$ cat src/design/uer_pkg.sv
// Shared types and constants for the ultrasonic echo ranger.
// Transaction structs, phase encoding, register indexes and reset values.
// No dependencies.
package uer_pkg;

	localparam int DIST_W    = 21;
	localparam int CFG_IDX_W = 4;
	localparam int CFG_DAT_W = 16;

	localparam logic [DIST_W-1:0] DIST_MAX = {DIST_W{1'b1}};

	// Configuration register indexes
	localparam logic [CFG_IDX_W-1:0] CFG_SETTLE  = 4'd0;
	localparam logic [CFG_IDX_W-1:0] CFG_TRIGGER = 4'd1;
	localparam logic [CFG_IDX_W-1:0] CFG_SAMPLE  = 4'd2;
	localparam logic [CFG_IDX_W-1:0] CFG_SCALE   = 4'd3;

	// Register reset values (scale = 2.8 us * 0.0343 cm/us in Q0.16)
	localparam logic [7:0]  SETTLE_RST  = 8'd3;
	localparam logic [7:0]  TRIGGER_RST = 8'd10;
	localparam logic [7:0]  SAMPLE_RST  = 8'd2;
	localparam logic [15:0] SCALE_RST   = 16'd6294;

	typedef enum logic [2:0] {
		PH_IDLE,
		PH_SETTLE,
		PH_TRIG,
		PH_WAIT,
		PH_MEAS
	} phase_t;

	typedef struct packed {
		logic       start_req;
		logic [1:0] sensor_sel;
		logic [2:0] echo_levels;
	} tick_t;

	typedef struct packed {
		logic [2:0]        trigger_lines;
		logic              busy_res;
		logic              done_res;
		logic [DIST_W-1:0] distance_q8;
		logic [15:0]       echo_count_out;
	} result_t;

endpackage

$ cat src/design/uer_scale.sv
// Echo count to distance conversion: count * Q0.16 scale, rounded to Q8 cm, saturated.
// Depends on uer_pkg.
module uer_scale #(
	parameter int COUNT_WIDTH = 16
) (
	input  logic [COUNT_WIDTH-1:0]    count,
	input  logic [15:0]               scale,
	output logic [uer_pkg::DIST_W-1:0] distance
);
	import uer_pkg::*;

	localparam int PW = COUNT_WIDTH + 16;
	localparam int SW = PW - 8;
	localparam int EW = (SW > DIST_W) ? SW : DIST_W;

	logic [PW-1:0] prod;
	logic [PW-1:0] rounded;
	logic [EW-1:0] q8_ext;

	// Product plus half an LSB of Q8, then drop eight fraction bits
	assign prod    = PW'(count) * PW'(scale);
	assign rounded = prod + PW'(128);
	assign q8_ext  = EW'(rounded[PW-1:8]);

	always_comb begin
		if (q8_ext > EW'(DIST_MAX)) begin
			distance = DIST_MAX;
		end else begin
			distance = q8_ext[DIST_W-1:0];
		end
	end

endmodule

$ cat src/design/ultrasonic_echo_ranger_unit.sv
// Ultrasonic echo ranger top level: tick input register, phase FSM, result register.
// Depends on uer_pkg and uer_scale.
//
//  channel | signals                                  | direction | payload
//  tick    | tick_valid, tick_stall, tick_data        | in        | uer_pkg::tick_t
//  result  | result_valid, result_stall, result_data  | out       | uer_pkg::result_t
//  cfg     | cfg_valid, cfg_ready, cfg_index, cfg_data| in        | index + 16-bit value
//
// One tick per clock while tick_stall is low; each tick gives exactly one result via the input
// register, then the result register. The echo-to-distance multiply sits between them.
// Reset clears phase, counters, distance and registers to their defaults; no clearing pass.
// A stalled result holds the result register; the input register keeps accepting until
// it too is full, then tick_stall rises. cfg_ready is always high.
module ultrasonic_echo_ranger_unit #(
	parameter int NUM_SENSORS = 3,
	parameter int COUNT_WIDTH = 16
) (
	input  logic                      clk,
	input  logic                      arst_n,
	input  logic                      tick_valid,
	output logic                      tick_stall,
	input  uer_pkg::tick_t            tick_data,
	output logic                      result_valid,
	input  logic                      result_stall,
	output uer_pkg::result_t          result_data,
	input  logic                      cfg_valid,
	output logic                      cfg_ready,
	input  logic [uer_pkg::CFG_IDX_W-1:0] cfg_index,
	input  logic [uer_pkg::CFG_DAT_W-1:0] cfg_data
);
	import uer_pkg::*;

	localparam logic [3:0] NUM_SEN_L = 4'(NUM_SENSORS);
	localparam int         CEW       = (COUNT_WIDTH > 16) ? COUNT_WIDTH : 16;

	// Configuration registers
	logic [7:0]  settle_q, trigger_q, sample_q;
	logic [15:0] scale_q;

	// Pipeline and result registers
	tick_t   tick_s1;
	logic    valid_s1;
	result_t result_q;
	logic    result_valid_q;
	logic    step;

	// FSM state
	phase_t                 phase_q, phase_d;
	logic [1:0]             active_q, active_d;
	logic [7:0]             timer_q, timer_d;
	logic [COUNT_WIDTH-1:0] count_q, count_d;
	logic [DIST_W-1:0]      dist_q, dist_d;
	logic                   done_d;
	logic                   echo_hi;
	logic [3:0]             echo_pad;
	logic [DIST_W-1:0]      dist_calc;
	logic [3:0]             trig_onehot;
	logic [CEW-1:0]         count_ext;

	assign cfg_ready = 1'b1;

	// Configuration writes
	always_ff @(posedge clk or negedge arst_n) begin
		if (!arst_n) begin
			settle_q  <= SETTLE_RST;
			trigger_q <= TRIGGER_RST;
			sample_q  <= SAMPLE_RST;
			scale_q   <= SCALE_RST;
		end else if (cfg_valid && cfg_ready) begin
			case (cfg_index)
				CFG_SETTLE:  settle_q  <= cfg_data[7:0];
				CFG_TRIGGER: trigger_q <= cfg_data[7:0];
				CFG_SAMPLE:  sample_q  <= cfg_data[7:0];
				CFG_SCALE:   scale_q   <= cfg_data;
				default: ;
			endcase
		end
	end

	// Handshake: the tick moves on whenever the result register is free or draining
	assign step       = valid_s1 && !(result_valid_q && result_stall);
	assign tick_stall = valid_s1 && result_valid_q && result_stall;

	always_ff @(posedge clk or negedge arst_n) begin
		if (!arst_n) begin
			valid_s1 <= 1'b0;
		end else if (tick_valid && !tick_stall) begin
			valid_s1 <= 1'b1;
		end else if (step) begin
			valid_s1 <= 1'b0;
		end
	end

	always_ff @(posedge clk) begin
		if (tick_valid && !tick_stall) begin
			tick_s1 <= tick_data;
		end
	end

	// Distance of the current count
	uer_scale #(
		.COUNT_WIDTH(COUNT_WIDTH)
	) u_scale (
		.count(count_q),
		.scale(scale_q),
		.distance(dist_calc)
	);

	// Echo of the active sensor; a sensor beyond the three pins reads low
	assign echo_pad = {1'b0, tick_s1.echo_levels};
	assign echo_hi  = echo_pad[active_q];

	// Next state
	always_comb begin
		phase_d  = phase_q;
		active_d = active_q;
		timer_d  = timer_q;
		count_d  = count_q;
		dist_d   = dist_q;
		done_d   = 1'b0;
		case (phase_q)
			PH_IDLE: begin
				if (tick_s1.start_req) begin
					active_d = tick_s1.sensor_sel;
					if ({2'b00, tick_s1.sensor_sel} >= NUM_SEN_L) begin
						count_d = '0;
						dist_d  = '0;
						done_d  = 1'b1;
					end else begin
						phase_d = PH_SETTLE;
						timer_d = 8'd1;
					end
				end
			end
			PH_SETTLE: begin
				if (timer_q >= settle_q) begin
					phase_d = PH_TRIG;
					timer_d = 8'd1;
				end else begin
					timer_d = timer_q + 8'd1;
				end
			end
			PH_TRIG: begin
				if (timer_q >= trigger_q) begin
					phase_d = PH_WAIT;
					timer_d = 8'd0;
				end else begin
					timer_d = timer_q + 8'd1;
				end
			end
			PH_WAIT: begin
				if (echo_hi) begin
					count_d = COUNT_WIDTH'(1);
					timer_d = 8'd1;
					phase_d = PH_MEAS;
				end
			end
			PH_MEAS: begin
				if (timer_q < sample_q) begin
					timer_d = timer_q + 8'd1;
				end else if (echo_hi) begin
					if (count_q != {COUNT_WIDTH{1'b1}}) begin
						count_d = count_q + COUNT_WIDTH'(1);
					end
					timer_d = 8'd1;
				end else begin
					dist_d  = dist_calc;
					phase_d = PH_IDLE;
					timer_d = 8'd0;
					done_d  = 1'b1;
				end
			end
			default: begin
				phase_d = PH_IDLE;
				timer_d = 8'd0;
			end
		endcase
	end

	// State register
	always_ff @(posedge clk or negedge arst_n) begin
		if (!arst_n) begin
			phase_q  <= PH_IDLE;
			active_q <= 2'd0;
			timer_q  <= 8'd0;
			count_q  <= '0;
			dist_q   <= '0;
		end else if (step) begin
			phase_q  <= phase_d;
			active_q <= active_d;
			timer_q  <= timer_d;
			count_q  <= count_d;
			dist_q   <= dist_d;
		end
	end

	// Result fields from the updated state
	assign trig_onehot = 4'd1 << active_d;
	assign count_ext   = CEW'(count_d);

	always_ff @(posedge clk or negedge arst_n) begin
		if (!arst_n) begin
			result_valid_q <= 1'b0;
		end else if (step) begin
			result_valid_q <= 1'b1;
		end else if (!result_stall) begin
			result_valid_q <= 1'b0;
		end
	end

	always_ff @(posedge clk) begin
		if (step) begin
			result_q.trigger_lines  <= (phase_d == PH_TRIG) ? trig_onehot[2:0] : 3'd0;
			result_q.busy_res       <= (phase_d != PH_IDLE);
			result_q.done_res       <= done_d;
			result_q.distance_q8    <= dist_d;
			result_q.echo_count_out <= count_ext[15:0];
		end
	end

	assign result_valid = result_valid_q;
	assign result_data  = result_q;

	// Checks
	a_done_not_busy: assert property (@(posedge clk) disable iff (!arst_n)
		result_valid_q && result_q.done_res |-> !result_q.busy_res)
		else $error("done reported while still busy");

	a_trig_onehot: assert property (@(posedge clk) disable iff (!arst_n)
		result_valid_q && (result_q.trigger_lines != 3'd0)
		|-> result_q.busy_res && $onehot(result_q.trigger_lines))
		else $error("trigger lines driven outside a measurement");

	a_active_valid: assert property (@(posedge clk) disable iff (!arst_n)
		(phase_q != PH_IDLE) |-> ({2'b00, active_q} < NUM_SEN_L))
		else $error("measurement running on an invalid sensor");

	a_step_result: assert property (@(posedge clk) disable iff (!arst_n)
		step |=> result_valid_q)
		else $error("processed tick produced no result");

endmodule
$ cat config.mk
export PLATFORM = sky130hd
export DESIGN_NAME = ultrasonic_echo_ranger_unit
export DESIGN_NICKNAME = d
export VERILOG_FILES = /design/src/design/uer_pkg.sv /design/src/design/uer_scale.sv /design/src/design/ultrasonic_echo_ranger_unit.sv
export SDC_FILE = /design/constraint.sdc
export NUM_CORES = 1
export LEC_CHECK = 0
export ABC_AREA = 1
export BUFFER_PORTS_ARGS = -buffer_cell sky130_fd_sc_hd__buf_4
export CELL_PAD_IN_SITES_DETAIL_PLACEMENT = 0
export CELL_PAD_IN_SITES_GLOBAL_PLACEMENT = 1
export CORE_MARGIN = 10
export CORE_UTILIZATION = 43
export DETAILED_ROUTE_END_ITERATION = 10
export PLACE_DENSITY_LB_ADDON = 0.1
export SLEW_MARGIN = 10
export SYNTH_ARGS = -nofsm -noshare
export SYNTH_HDL_FRONTEND = slang
export SYNTH_SLANG_ARGS = --single-unit
$ cat constraint.sdc
create_clock -name clk -period 6.4 [get_ports clk]
set_input_delay 0.96 -clock clk [delete_from_list [all_inputs] [get_ports clk]]
set_output_delay 0.96 -clock clk [all_outputs]
set_load 0.01 [all_outputs]
Word-level counts from Yosys, hierarchy flattened
Index checks and enable logic that the tools add are counted.
- register bits: 140
- latch bits: 0
- bits in writable memories: 0
- memory bits (read-only): 0
- output and inout bits: 45
- logic and storage cells: 101
- memories: 0
- $add $sub $neg: 3
- multiply operators: 1
- divide/modulo/power cells: 0
- magnitude comparators: 6
- eq/ne operators: 13
- shift operators: 1
- mux-type cells: 42
- bitwise logic cells: 0
- reductions and logical operators: 16
- operators with widths (operator ; count):
    2-to-1 mux 21 bit ; 5
    2-to-1 mux 16 bit ; 6
    2-to-1 mux 8 bit ; 6
    case mux 16 bit (3 select lines) ; 1
    case mux 21 bit (2 select lines) ; 1
    case mux 8 bit (5 select lines) ; 1
    adder 32 x 8 -> 32 bit, second input constant ; 1
    multiplier 16 x 16 -> 32 bit ; 1
    greater-than comparator 24 x 21 -> 1 bit, second input constant ; 1
    2-to-1 mux 3 bit ; 7
    adder 16 x 1 -> 16 bit, second input constant ; 1
    >= comparator 8 bit ; 2
    inequality test 16 bit, second input constant ; 1
    case mux 3 bit (5 select lines) ; 1
    2-to-1 mux 1 bit ; 10
    == test 3 x 2 -> 1 bit, second input constant ; 3
    adder 8 x 1 -> 8 bit, second input constant ; 1
    == test 4 x 2 -> 1 bit, second input constant ; 2
    < comparator 8 bit ; 1
    AND reduction 2 bit ; 4
    inequality test 2 bit, second input constant ; 3
    logical AND 1 bit ; 5
    == test 4 x 1 -> 1 bit, second input constant ; 1
    zero test 4 bit ; 1
    other kinds (14) ; 16

Depth between registers and ports, before layout
Gate-level depths: netlist of the first run.
- depth after elaboration: 7
- depth in mapped cells: 32
- gate-level depth less buffers: 29

Modules after synthesis
Synthesis of the first run repeated with hierarchy kept, for this count alone.
- cells, all modules: 2208
- area total of the unflattened synthesis: 17028.8 um^2
- modules (own cells, without submodules) (module ; times used ; cells each ; area each (um^2)):
    uer_scale ; 1 ; 1345 ; 9678.0
    ultrasonic_echo_ranger_unit ; 1 ; 863 ; 7350.8

Worst setup path before layout of the first run
Ideal clock, no wire load.
- kind: flip-flop to flip-flop
- start: register scale_q[12]
- end: register result_q (netlist bit result_data[34]), data pin
- setup time: 0.254 ns
- arrival time: 5.914 ns
- setup slack: 0.232 ns
- stages on the path, launching flop included: 27
- path buffers: 3
- clock period less this slack: 6.168 ns
- cells stage by stage: dfstp_2 clkbuf_1 clkbuf_1 nand2_1 fa_1 inv_1 fa_1 fa_1 fa_1 fa_1 inv_1 fa_1 inv_1 ha_1 a21oi_1 nand2_1 nand2_1 nand2_1 a21oi_2 nand2_1 nand2_1 nand4_2 nor2_4 buf_8 nand2_2 nand2_2 nand2_2
- word-level cells in the longest chain between the ends: 7
- ends and longest elaborated chain (what ; line ; text):
    start: declaration ; ultrasonic_echo_ranger_unit.sv:38 ; logic [15:0] scale_q;
    start signal: assignment ; ultrasonic_echo_ranger_unit.sv:74 ; CFG_SCALE: scale_q <= cfg_data;
    multiplier 16 x 16 -> 32 bit (*) ; uer_scale.sv:21 ; assign prod = PW'(count) * PW'(scale);
    adder 32 x 8 -> 32 bit (*) ; uer_scale.sv:22 ; assign rounded = prod + PW'(128);
    greater-than comparator 24 x 21 -> 1 bit ; uer_scale.sv:26 ; if (q8_ext > EW'(DIST_MAX)) begin
    2-to-1 mux 21 bit (*) ; uer_scale.sv:26 ;
    2-to-1 mux 21 bit (*) ; ultrasonic_echo_ranger_unit.sv:161 ; end else if (echo_hi) begin
    2-to-1 mux 21 bit (*) ; ultrasonic_echo_ranger_unit.sv:159 ; if (timer_q < sample_q) begin
    case mux 21 bit (2 select lines) (*) ; ultrasonic_echo_ranger_unit.sv:121 ; case (phase_q)
    net dist_d[18] ; ultrasonic_echo_ranger_unit.sv:52 ; logic [DIST_W-1:0] dist_q, dist_d;
    end: declaration ; ultrasonic_echo_ranger_unit.sv:43 ; result_t result_q;
The timed path passes the listed nets; every way through them passes the cells marked *.
A chain may end at the register's enable or synchronous reset.

Final worst setup path of the first run
- start: register scale_q[7]
- end: register result_q (netlist bit result_data[34]), data pin
Same word-level chain as after synthesis.

==> results of run 1 <==
==> power groups by stage <==
stage	combinational, mW	clock (mW)	sequential [mW]
2_1_floorplan	4.52	0	1.31
3_3_place_gp	6.45	0	1.46
3_5_place_dp	6.42	0	1.46
4_1_cts	6.50	0.957	1.45
5_1_grt	7.93	0.983	1.47
6_report	7.00	0.929	1.44
==> worst paths after layout <==
| check | depth (start not counted) | slack (ps) | from | endpoint |
|---|---|---|---|---|
| max | 25 | 300 | scale_q[7]$_DFFE_PN1P_ | result_data[34]$_DFFE_PP_ |
| min | 2 | 490 | sample_q[2]$_DFFE_PN0P_ | sample_q[2]$_DFFE_PN0P_ |
| max reg2reg | 25 | 300 | scale_q[7]$_DFFE_PN1P_ | result_data[34]$_DFFE_PP_ |
| min reg2reg | 2 | 490 | sample_q[2]$_DFFE_PN0P_ | sample_q[2]$_DFFE_PN0P_ |
| max in group asynchronous | 2 | 4730 | arst_n | scale_q[5]$_DFFE_PN0P_ |
| min in group asynchronous | 1 | 590 | arst_n | count_q[2]$_DFFE_PN0P_ |
==> Yosys cell counts, types with 7 or more instances <==
| cell | number |
|---|---|
| sky130_fd_sc_hd__edfxtp_1 | 48 |
| sky130_fd_sc_hd__mux2_2 | 8 |
| sky130_fd_sc_hd__clkbuf_1 | 55 |
| sky130_fd_sc_hd__nand2_2 | 39 |
| sky130_fd_sc_hd__fa_1 | 194 |
| sky130_fd_sc_hd__o21bai_1 | 11 |
| sky130_fd_sc_hd__nand4_1 | 21 |
| sky130_fd_sc_hd__buf_2 | 16 |
| sky130_fd_sc_hd__a21oi_1 | 46 |
| sky130_fd_sc_hd__xnor2_1 | 12 |
| sky130_fd_sc_hd__buf_1 | 16 |
| sky130_fd_sc_hd__inv_1 | 483 |
| sky130_fd_sc_hd__nand3_1 | 50 |
| sky130_fd_sc_hd__o22ai_2 | 7 |
| sky130_fd_sc_hd__dfstp_2 | 11 |
| sky130_fd_sc_hd__nand3b_1 | 12 |
| sky130_fd_sc_hd__dfrtp_1 | 81 |
| sky130_fd_sc_hd__nor2_1 | 98 |
| sky130_fd_sc_hd__nand2_1 | 624 |
| sky130_fd_sc_hd__xor2_1 | 22 |
| sky130_fd_sc_hd__o21ai_0 | 87 |
| sky130_fd_sc_hd__nor3_1 | 22 |
| sky130_fd_sc_hd__inv_2 | 8 |
| sky130_fd_sc_hd__ha_1 | 136 |
==> layer usage <==
metal  routed length, um  vias up
li1                    -     6717
met1               22100     6530
met2               20900      234
met3                1780       33
met4                 443        2
met5                  13        -
==> worst max-delay path, stage by stage (launching register included) <==
cell,delay (ps)
sky130_fd_sc_hd__dfstp_2,550
sky130_fd_sc_hd__clkbuf_4,190
sky130_fd_sc_hd__nand2_1,80
sky130_fd_sc_hd__fa_1,510
sky130_fd_sc_hd__fa_1,520
sky130_fd_sc_hd__inv_1,60
sky130_fd_sc_hd__fa_1,560
sky130_fd_sc_hd__fa_1,460
sky130_fd_sc_hd__fa_1,560
sky130_fd_sc_hd__inv_1,70
sky130_fd_sc_hd__fa_1,530
sky130_fd_sc_hd__inv_1,40
sky130_fd_sc_hd__ha_2,320
sky130_fd_sc_hd__nand2_1,70
sky130_fd_sc_hd__nand2_1,70
sky130_fd_sc_hd__a21oi_2,150
sky130_fd_sc_hd__nand2_1,100
sky130_fd_sc_hd__a21oi_2,190
sky130_fd_sc_hd__nand2_1,90
sky130_fd_sc_hd__nand2_2,70
sky130_fd_sc_hd__nand4_2,110
sky130_fd_sc_hd__nor2_4,220
sky130_fd_sc_hd__buf_4,160
sky130_fd_sc_hd__nand2_2,50
sky130_fd_sc_hd__nand2_2,70
sky130_fd_sc_hd__nand2_2,40
==> cell families (layout without fill, tap and decap cells) <==
group / count (synthesis) / after routing / share of synthesized area [%]
adders and majority gates: 330 / 330 / 33.1
AOI/OAI and AO/OA: 187 / 187 / 6.49
buffers and inverters: 587 / 682 / 13.5
muxes: 9 / 9 / 0.594
and+or+nand+nor: 890 / 891 / 22.2
xor gates and xnor gates: 34 / 34 / 1.77
other: 1 / 1 / 0.0222
DFF: 140 / 140 / 22.3
==> sequential cells by signal, summed over array words and instances (netlist names) <==
| signal | flops |
|---|---|
| dist_q | 21 |
| echo_pad | 3 |
| result_data | 42 |
| timer_q | 8 |
| scale_q | 16 |
| active_q | 2 |
| valid_s1 | 1 |
| count_q | 16 |
| settle_q | 8 |
| result_valid | 1 |
| trigger_q | 8 |
| sample_q | 8 |
| phase_q | 3 |
| tick_s1 | 3 |
==> layout make-up <==
| type | count | area share (%) |
|---|---|---|
| clock buffer | 20 | 2.34 |
| timing repair buffer | 159 | 6.56 |
| clock inverter | 12 | 0.465 |
| tap | 518 | 3.39 |
| multi-input combinational | 1452 | 57.8 |
| sequential | 140 | 19.8 |
| inverter | 491 | 9.64 |
==> per-stage QoR <==
| stage | setup slack, ps | power, mW | cells |
|---|---|---|---|
| after floorplan | 232 | 5.83 | 2178 |
| after global placement | 16.3 | 7.92 | 2740 |
| after detailed placement | -22.5 | 7.87 | 2740 |
| after CTS | 30.3 | 8.90 | 2772 |
| after global routing | -3.49 | 10.4 | 2792 |
| final | 298 | 9.37 | 2792 |
==> what timing repair did <==
action | 4_1_cts | 5_1_grt
cloned | 0 | 1
pin swaps | 0 | 21
gates resized for setup | 1 | 73
endpoints found under the setup margin | 17 | 42
setup buffers | 0 | 19
==> metrics.csv, run 1 <==
metric,value,unit
Final Util,49.3,%
clock tree skew after final layout,21.4,ps
aggregate global routing overflow,0,
Synth Net Count,2539,
required time worst endpoint,6600,ps
PortBufs,74,
Reg power frac,15.3,%
transition time of the tightest slew-check pin,988,ps
starting density of the core,43.5,%
Detailed Routing Iterations Pass 1,5,
antenna fix cells,0,
largest fanout on the critical path,5,
worst hold slack after final layout,488,ps
cell taking the most area after synthesis,sky130_fd_sc_hd__fa_1,
placed wire-length estimate,36.2,mm
Logic pwr share,74.7,%
Syn-to-layout area delta,13.4,%
root buf cell,sky130_fd_sc_hd__clkbuf_16,
global routing usage on met1,27.9,%
headroom to the max-slew limit,34.0,%
pin count of the biggest net entering global routing,57,
vias after detailed routing,13500,
share of the clock period used by the worst path after layout,95.4,%
layer with the highest usage after global routing,met2,
number of routed nets with antenna violations,0,
"final std cell area, no fill",0.0191,mm^2
PD cells,490,mW/mm^2
sw frac,53.1,%
Cell variety after synth,51,
TritonCTS clock tree,yes,
grt met3 use,3.09,%
Remaining DRCs,0,
routability congestion estimate from global placement,0.840,
combined flip-flop and latch cell area,0.00379,mm^2
number of antenna violations at the first check in global routing,1,
type of element capturing the critical path,flip-flop,
H-tree level count,4,
number of sinks driven by the clock tree,140,
clock latency reported for the late side of the worst-skew pair,450,ps
Synth Flop Type,sky130_fd_sc_hd__dfrtp_1,
I/O pin count,76,
fraction of final layout cells sized beyond drive strength 1,15.1,%
number of hold-repair buffers added at the cts stage,0,
FMAX,164,MHz
DR vias/cell,4.84,
CTS clock-pin slew for the worst setup and hold paths,70,ps
"commonest cells after routing, fill and taps aside","sky130_fd_sc_hd__nand2_1 (614), sky130_fd_sc_hd__inv_1 (483), sky130_fd_sc_hd__fa_1 (185), sky130_fd_sc_hd__buf_4 (151), sky130_fd_sc_hd__ha_1 (124)",
Pint,4.40,mW
cell leakage power,10.3,nW
number of warning messages in the yosys log,0,
share of total power in the clock network,9.9,%
Max clock buf depth,2,
number of fill cells in the layout,3852,
synthesized area divided by synthesized cell count,7.74,um^2
GR Layer Usage met2,30.2,%
height of the die,218,um
count of nets after finishing,2622,
"leading cell type in the layout, fill and taps excluded",sky130_fd_sc_hd__nand2_1,
total CTS buffers,17,
netlist area before placement,0.0169,mm^2
area of the core,0.0387,mm^2
Crit Path Class,reg -> reg,
synthesized flop and latch total,140,
overall die width,218,um
Placed Area,0.0182,mm^2
final WL,45.3,mm
maximum vdd drop,0.267,mV
average wire per cell in the routed design,16.2,um
share of Yosys cell area claimed by the top area cell type,23.0,%
"EDFF count, synth",48,
crit path DAT,6310,ps
final slew viol count,0,
Starting DRT DRC Count,786,
number of global-route vias before repair,13500,
final-report hold violation count,0,
wire length of the first global-routing pass,73.7,mm
most area-consuming cells after synthesis,"sky130_fd_sc_hd__fa_1 (23%), sky130_fd_sc_hd__nand2_1 (14%), sky130_fd_sc_hd__dfrtp_1 (12%)",
number of max-cap violations,0,
Post-Synthesis Cells,2178,
result of the run,finished clean,
"FFs w/ async S/R, synth",65.7,%
kind of launch point of the worst setup path,flip-flop,
FP Rows,72,
time the worst path needs with I/O delays and setup,6100,ps
Sw Pwr,4.97,mW
number of failing setup endpoints in the final timing report,0,
floorplan die area,0.0475,mm^2
Sum Neg Setup Slack,0,ps
sequential area share after synthesis,22.3,%
type of the most critical hold path,reg -> reg,
area of the multi-input gates,0.0110,mm^2
combined global-route utilization of all metal layers,19.4,%
(Power assumes the default switching activity.)
==> run 2: changes to the inputs <==
--- a/config.mk
+++ b/config.mk
@@ -5,12 +5,12 @@
 export SDC_FILE = /design/constraint.sdc
 export NUM_CORES = 1
 export LEC_CHECK = 0
-export ABC_AREA = 1
+export ABC_AREA = 0
 export BUFFER_PORTS_ARGS = -buffer_cell sky130_fd_sc_hd__buf_4
 export CELL_PAD_IN_SITES_DETAIL_PLACEMENT = 0
 export CELL_PAD_IN_SITES_GLOBAL_PLACEMENT = 1
 export CORE_MARGIN = 10
-export CORE_UTILIZATION = 43
+export CORE_UTILIZATION = 45
 export DETAILED_ROUTE_END_ITERATION = 10
 export PLACE_DENSITY_LB_ADDON = 0.1
 export SLEW_MARGIN = 10
==> run 2 against run 1 <==
The run now ends with negative setup slack left; sequential share of layout area decreased by 0.32 points; power fell by 59%; critical path depth down 3; sequential power is 14% lower; area after synthesis down 6.5%; setup slack worse by 420 ps; clock skew decreased by 10 ps; global-route usage up 0.68 points; largest power group unchanged; hold slack worse by 51 ps; flip-flop and latch count stayed put.
==> metrics.csv, run 2 <==
metric,value,unit
type of element capturing the critical path,flip-flop,
startpoint of the worst setup timing path,scale_q[12]$_DFFE_PN1P_,
area of the multi-input gates,0.0113,mm^2
critical path capture point,result_data[18]$_DFFE_PP_,
antenna fix cells,0,
Synth Flop Type,sky130_fd_sc_hd__dfrtp_1,
violated checks,negative setup slack,
PD cells,199,mW/mm^2
number of max-cap violations,0,
synthesized flop and latch total,140,
clock latency reported for the late side of the worst-skew pair,430,ps
headroom to the max-slew limit,24.8,%
vias after detailed routing,12500,
PortBufs,74,
RR Startpoint,scale_q[12]$_DFFE_PN1P_,
Cell variety after synth,71,
floorplan die area,0.0429,mm^2
number of global-route vias before repair,13000,
number of fill cells in the layout,3146,
fraction of final layout cells sized beyond drive strength 1,25.4,%
area of the core,0.0345,mm^2
Starting DRT DRC Count,646,
post-route worst setup slack,-125,ps
height of the die,207,um
total CTS buffers,17,
number of warning messages in the yosys log,0,
largest fanout on the critical path,7,
most area-consuming cells after synthesis,"sky130_fd_sc_hd__fa_1 (25%), sky130_fd_sc_hd__dfrtp_1 (13%), sky130_fd_sc_hd__ha_1 (11%)",
post-layout power,3.86,mW
cell leakage power,9.41,nW
number of hold-repair buffers added at the cts stage,0,
clock tree skew after final layout,11.0,ps
H-tree level count,4,
cell with the most instances after synthesis,sky130_fd_sc_hd__inv_1,
final-report hold violation count,0,
synthesized area divided by synthesized cell count,9.23,um^2
share of Yosys cell area claimed by the top area cell type,24.6,%
DR vias/cell,5.30,
sequential area share after synthesis,23.8,%
Placed Area,0.0176,mm^2
register-to-register setup slack,-120,ps
Synth Net Count,2068,
final WL,43.3,mm
overall die width,207,um
number of failing setup endpoints in the final timing report,31,
maximum vdd drop,0.170,mV
"leading cell type in the layout, fill and taps excluded",sky130_fd_sc_hd__inv_1,
TritonCTS clock tree,yes,
"FFs w/ async S/R, synth",65.7,%
combined flip-flop and latch cell area,0.00378,mm^2
number of flip-flops under the largest register name,42,
final slew viol count,0,
pin count of the biggest net entering global routing,70,
wire length of the first global-routing pass,70.3,mm
FP Rows,68,
I/O pin count,76,
placed wire-length estimate,33.8,mm
cell taking the most area after synthesis,sky130_fd_sc_hd__fa_1,
share of the clock period used by the worst path after layout,102,%
crit path DAT,6710,ps
Remaining DRCs,0,
FMAX,153,MHz
Syn-to-layout area delta,23.0,%
result of the run,"complete, but fails checks",
transition time of the tightest slew-check pin,1120,ps
number of routed nets with antenna violations,0,
"final std cell area, no fill",0.0194,mm^2
Detailed Routing Iterations Pass 1,5,
combined global-route utilization of all metal layers,20.1,%
number of sinks driven by the clock tree,140,
root buf cell,sky130_fd_sc_hd__clkbuf_16,
"commonest cells after routing, fill and taps aside","sky130_fd_sc_hd__inv_1 (254), sky130_fd_sc_hd__buf_4 (229), sky130_fd_sc_hd__nand2_1 (204), sky130_fd_sc_hd__fa_1 (174), sky130_fd_sc_hd__ha_1 (121)",
capture instance of the worst register-to-register path,result_data[18]$_DFFE_PP_,
aggregate global routing overflow,0,
type of the most critical hold path,in -> async,
Max clock buf depth,2,
worst hold slack after final layout,437,ps
kind of launch point of the worst setup path,flip-flop,
setup repair after global routing missed its margin,yes,
routability congestion estimate from global placement,0.891,
Post-Synthesis Cells,1707,
Sum Neg Setup Slack,-2000,ps
CTS clock-pin slew for the worst setup and hold paths,70,ps
Crit Path Class,reg -> reg,
number of antenna violations at the first check in global routing,0,
most numerous cell types in the synthesized netlist,"sky130_fd_sc_hd__inv_1 (275), sky130_fd_sc_hd__nand2_1 (215), sky130_fd_sc_hd__fa_1 (194), sky130_fd_sc_hd__ha_1 (136), sky130_fd_sc_hd__and2_1 (131)",
average wire per cell in the routed design,18.3,um
"EDFF count, synth",48,
starting density of the core,45.6,%
count of nets after finishing,2257,
netlist area before placement,0.0158,mm^2
required time worst endpoint,6580,ps
time the worst path needs with I/O delays and setup,6520,ps
depth of the worst register-to-register path,22,
[run 2: cells by family after synthesis]
group,count (synthesis),share of synthesized area [%]
other,1,0.0238
XOR/XNOR,24,1.33
AND/OR/NAND/NOR,514,16.0
AO/OA/AOI/OAI,303,12.3
buffers and inverters,362,8.74
flip-flops,140,23.8
multiplexers,33,2.32
adder cells (fa/ha/maj),330,35.4
[run 2: what timing repair did]
action,4_1_cts,5_1_grt
cloned,2,2
resized for setup,146,65
endpoints found under the setup margin,42,42
pin swaps,96,52
buffers inserted,31,12
[run 2: how the worst min path moves through the flow]
| stage | from | to | slack, ps | cells after the start |
|---|---|---|---|---|
| after floorplan | valid_s1$_DFFE_PN0P_ | result_valid$_DFFE_PN0P_ | 460 | 1 |
| after global placement | trigger_q[6]$_DFFE_PN0P_ | trigger_q[6]$_DFFE_PN0P_ | 490 | 1 |
| after detailed placement | trigger_q[4]$_DFFE_PN0P_ | trigger_q[4]$_DFFE_PN0P_ | 490 | 1 |
| after CTS | arst_n | dist_q[13]$_DFFE_PN0P_ | 440 | 1 |
| after global routing | arst_n | dist_q[13]$_DFFE_PN0P_ | 450 | 1 |
| final | arst_n | dist_q[13]$_DFFE_PN0P_ | 440 | 1 |
[run 2: where the power goes]
part	internal, mW	total [mW]	switching [mW]	leakage [nW]
Combinational	0.726	1.64	0.911	7.52
Sequential	1.10	1.24	0.148	1.62
Clock	0.575	0.976	0.401	0.281
Total	2.40	3.86	1.46	9.41
[run 2: per-layer routing]
metal / GRT usage, % / vias to the layer above / part of all wire [%]
met1: 26.4 / 6292 / 44
met5: 0 / - / 0
met4: 6.35 / 0 / 2.5
met2: 33.9 / 229 / 50
met3: 2.38 / 50 / 3.2
li1: - / 5952 / -
[run 2: layout make-up]
cell class              instances  share of cell area [%]
repair buffers                256                    11.1
clock buffers                  24                    2.71
multi-input cells            1205                    58.2
well taps                     455                    2.94
flip-flops and latches        140                    19.5
clock inverters                 8                   0.265
inverters                     276                    5.34
[run 2: per-stage QoR]
stage / setup slack [ps] / std cells / util [%]
floorplan: 7.17 / 1707 / -
global placement: -324 / 2286 / 51.0
detailed placement: -477 / 2286 / 51.0
CTS: -72.0 / 2350 / 55.2
global route: -300 / 2364 / 56.1
finish: -125 / 2364 / 56.1
[run 2: critical path, cell delays in order (launching register included)]
cell and delay, ps:
sky130_fd_sc_hd__dfstp_2 580, sky130_fd_sc_hd__buf_4 130, sky130_fd_sc_hd__nand2_2 60, sky130_fd_sc_hd__fa_2 550, sky130_fd_sc_hd__inv_1 50, sky130_fd_sc_hd__fa_1 470
sky130_fd_sc_hd__fa_2 570, sky130_fd_sc_hd__fa_2 450, sky130_fd_sc_hd__fa_1 520, sky130_fd_sc_hd__inv_2 40, sky130_fd_sc_hd__fa_1 520, sky130_fd_sc_hd__inv_2 50
sky130_fd_sc_hd__ha_4 290, sky130_fd_sc_hd__nand2_4 70, sky130_fd_sc_hd__nor4_4 290, sky130_fd_sc_hd__nand4_1 140, sky130_fd_sc_hd__a211oi_2 240, sky130_fd_sc_hd__a211o_1 210
sky130_fd_sc_hd__a311o_1 240, sky130_fd_sc_hd__nand4_4 200, sky130_fd_sc_hd__buf_6 200, sky130_fd_sc_hd__o221a_1 240, sky130_fd_sc_hd__a21o_1 160
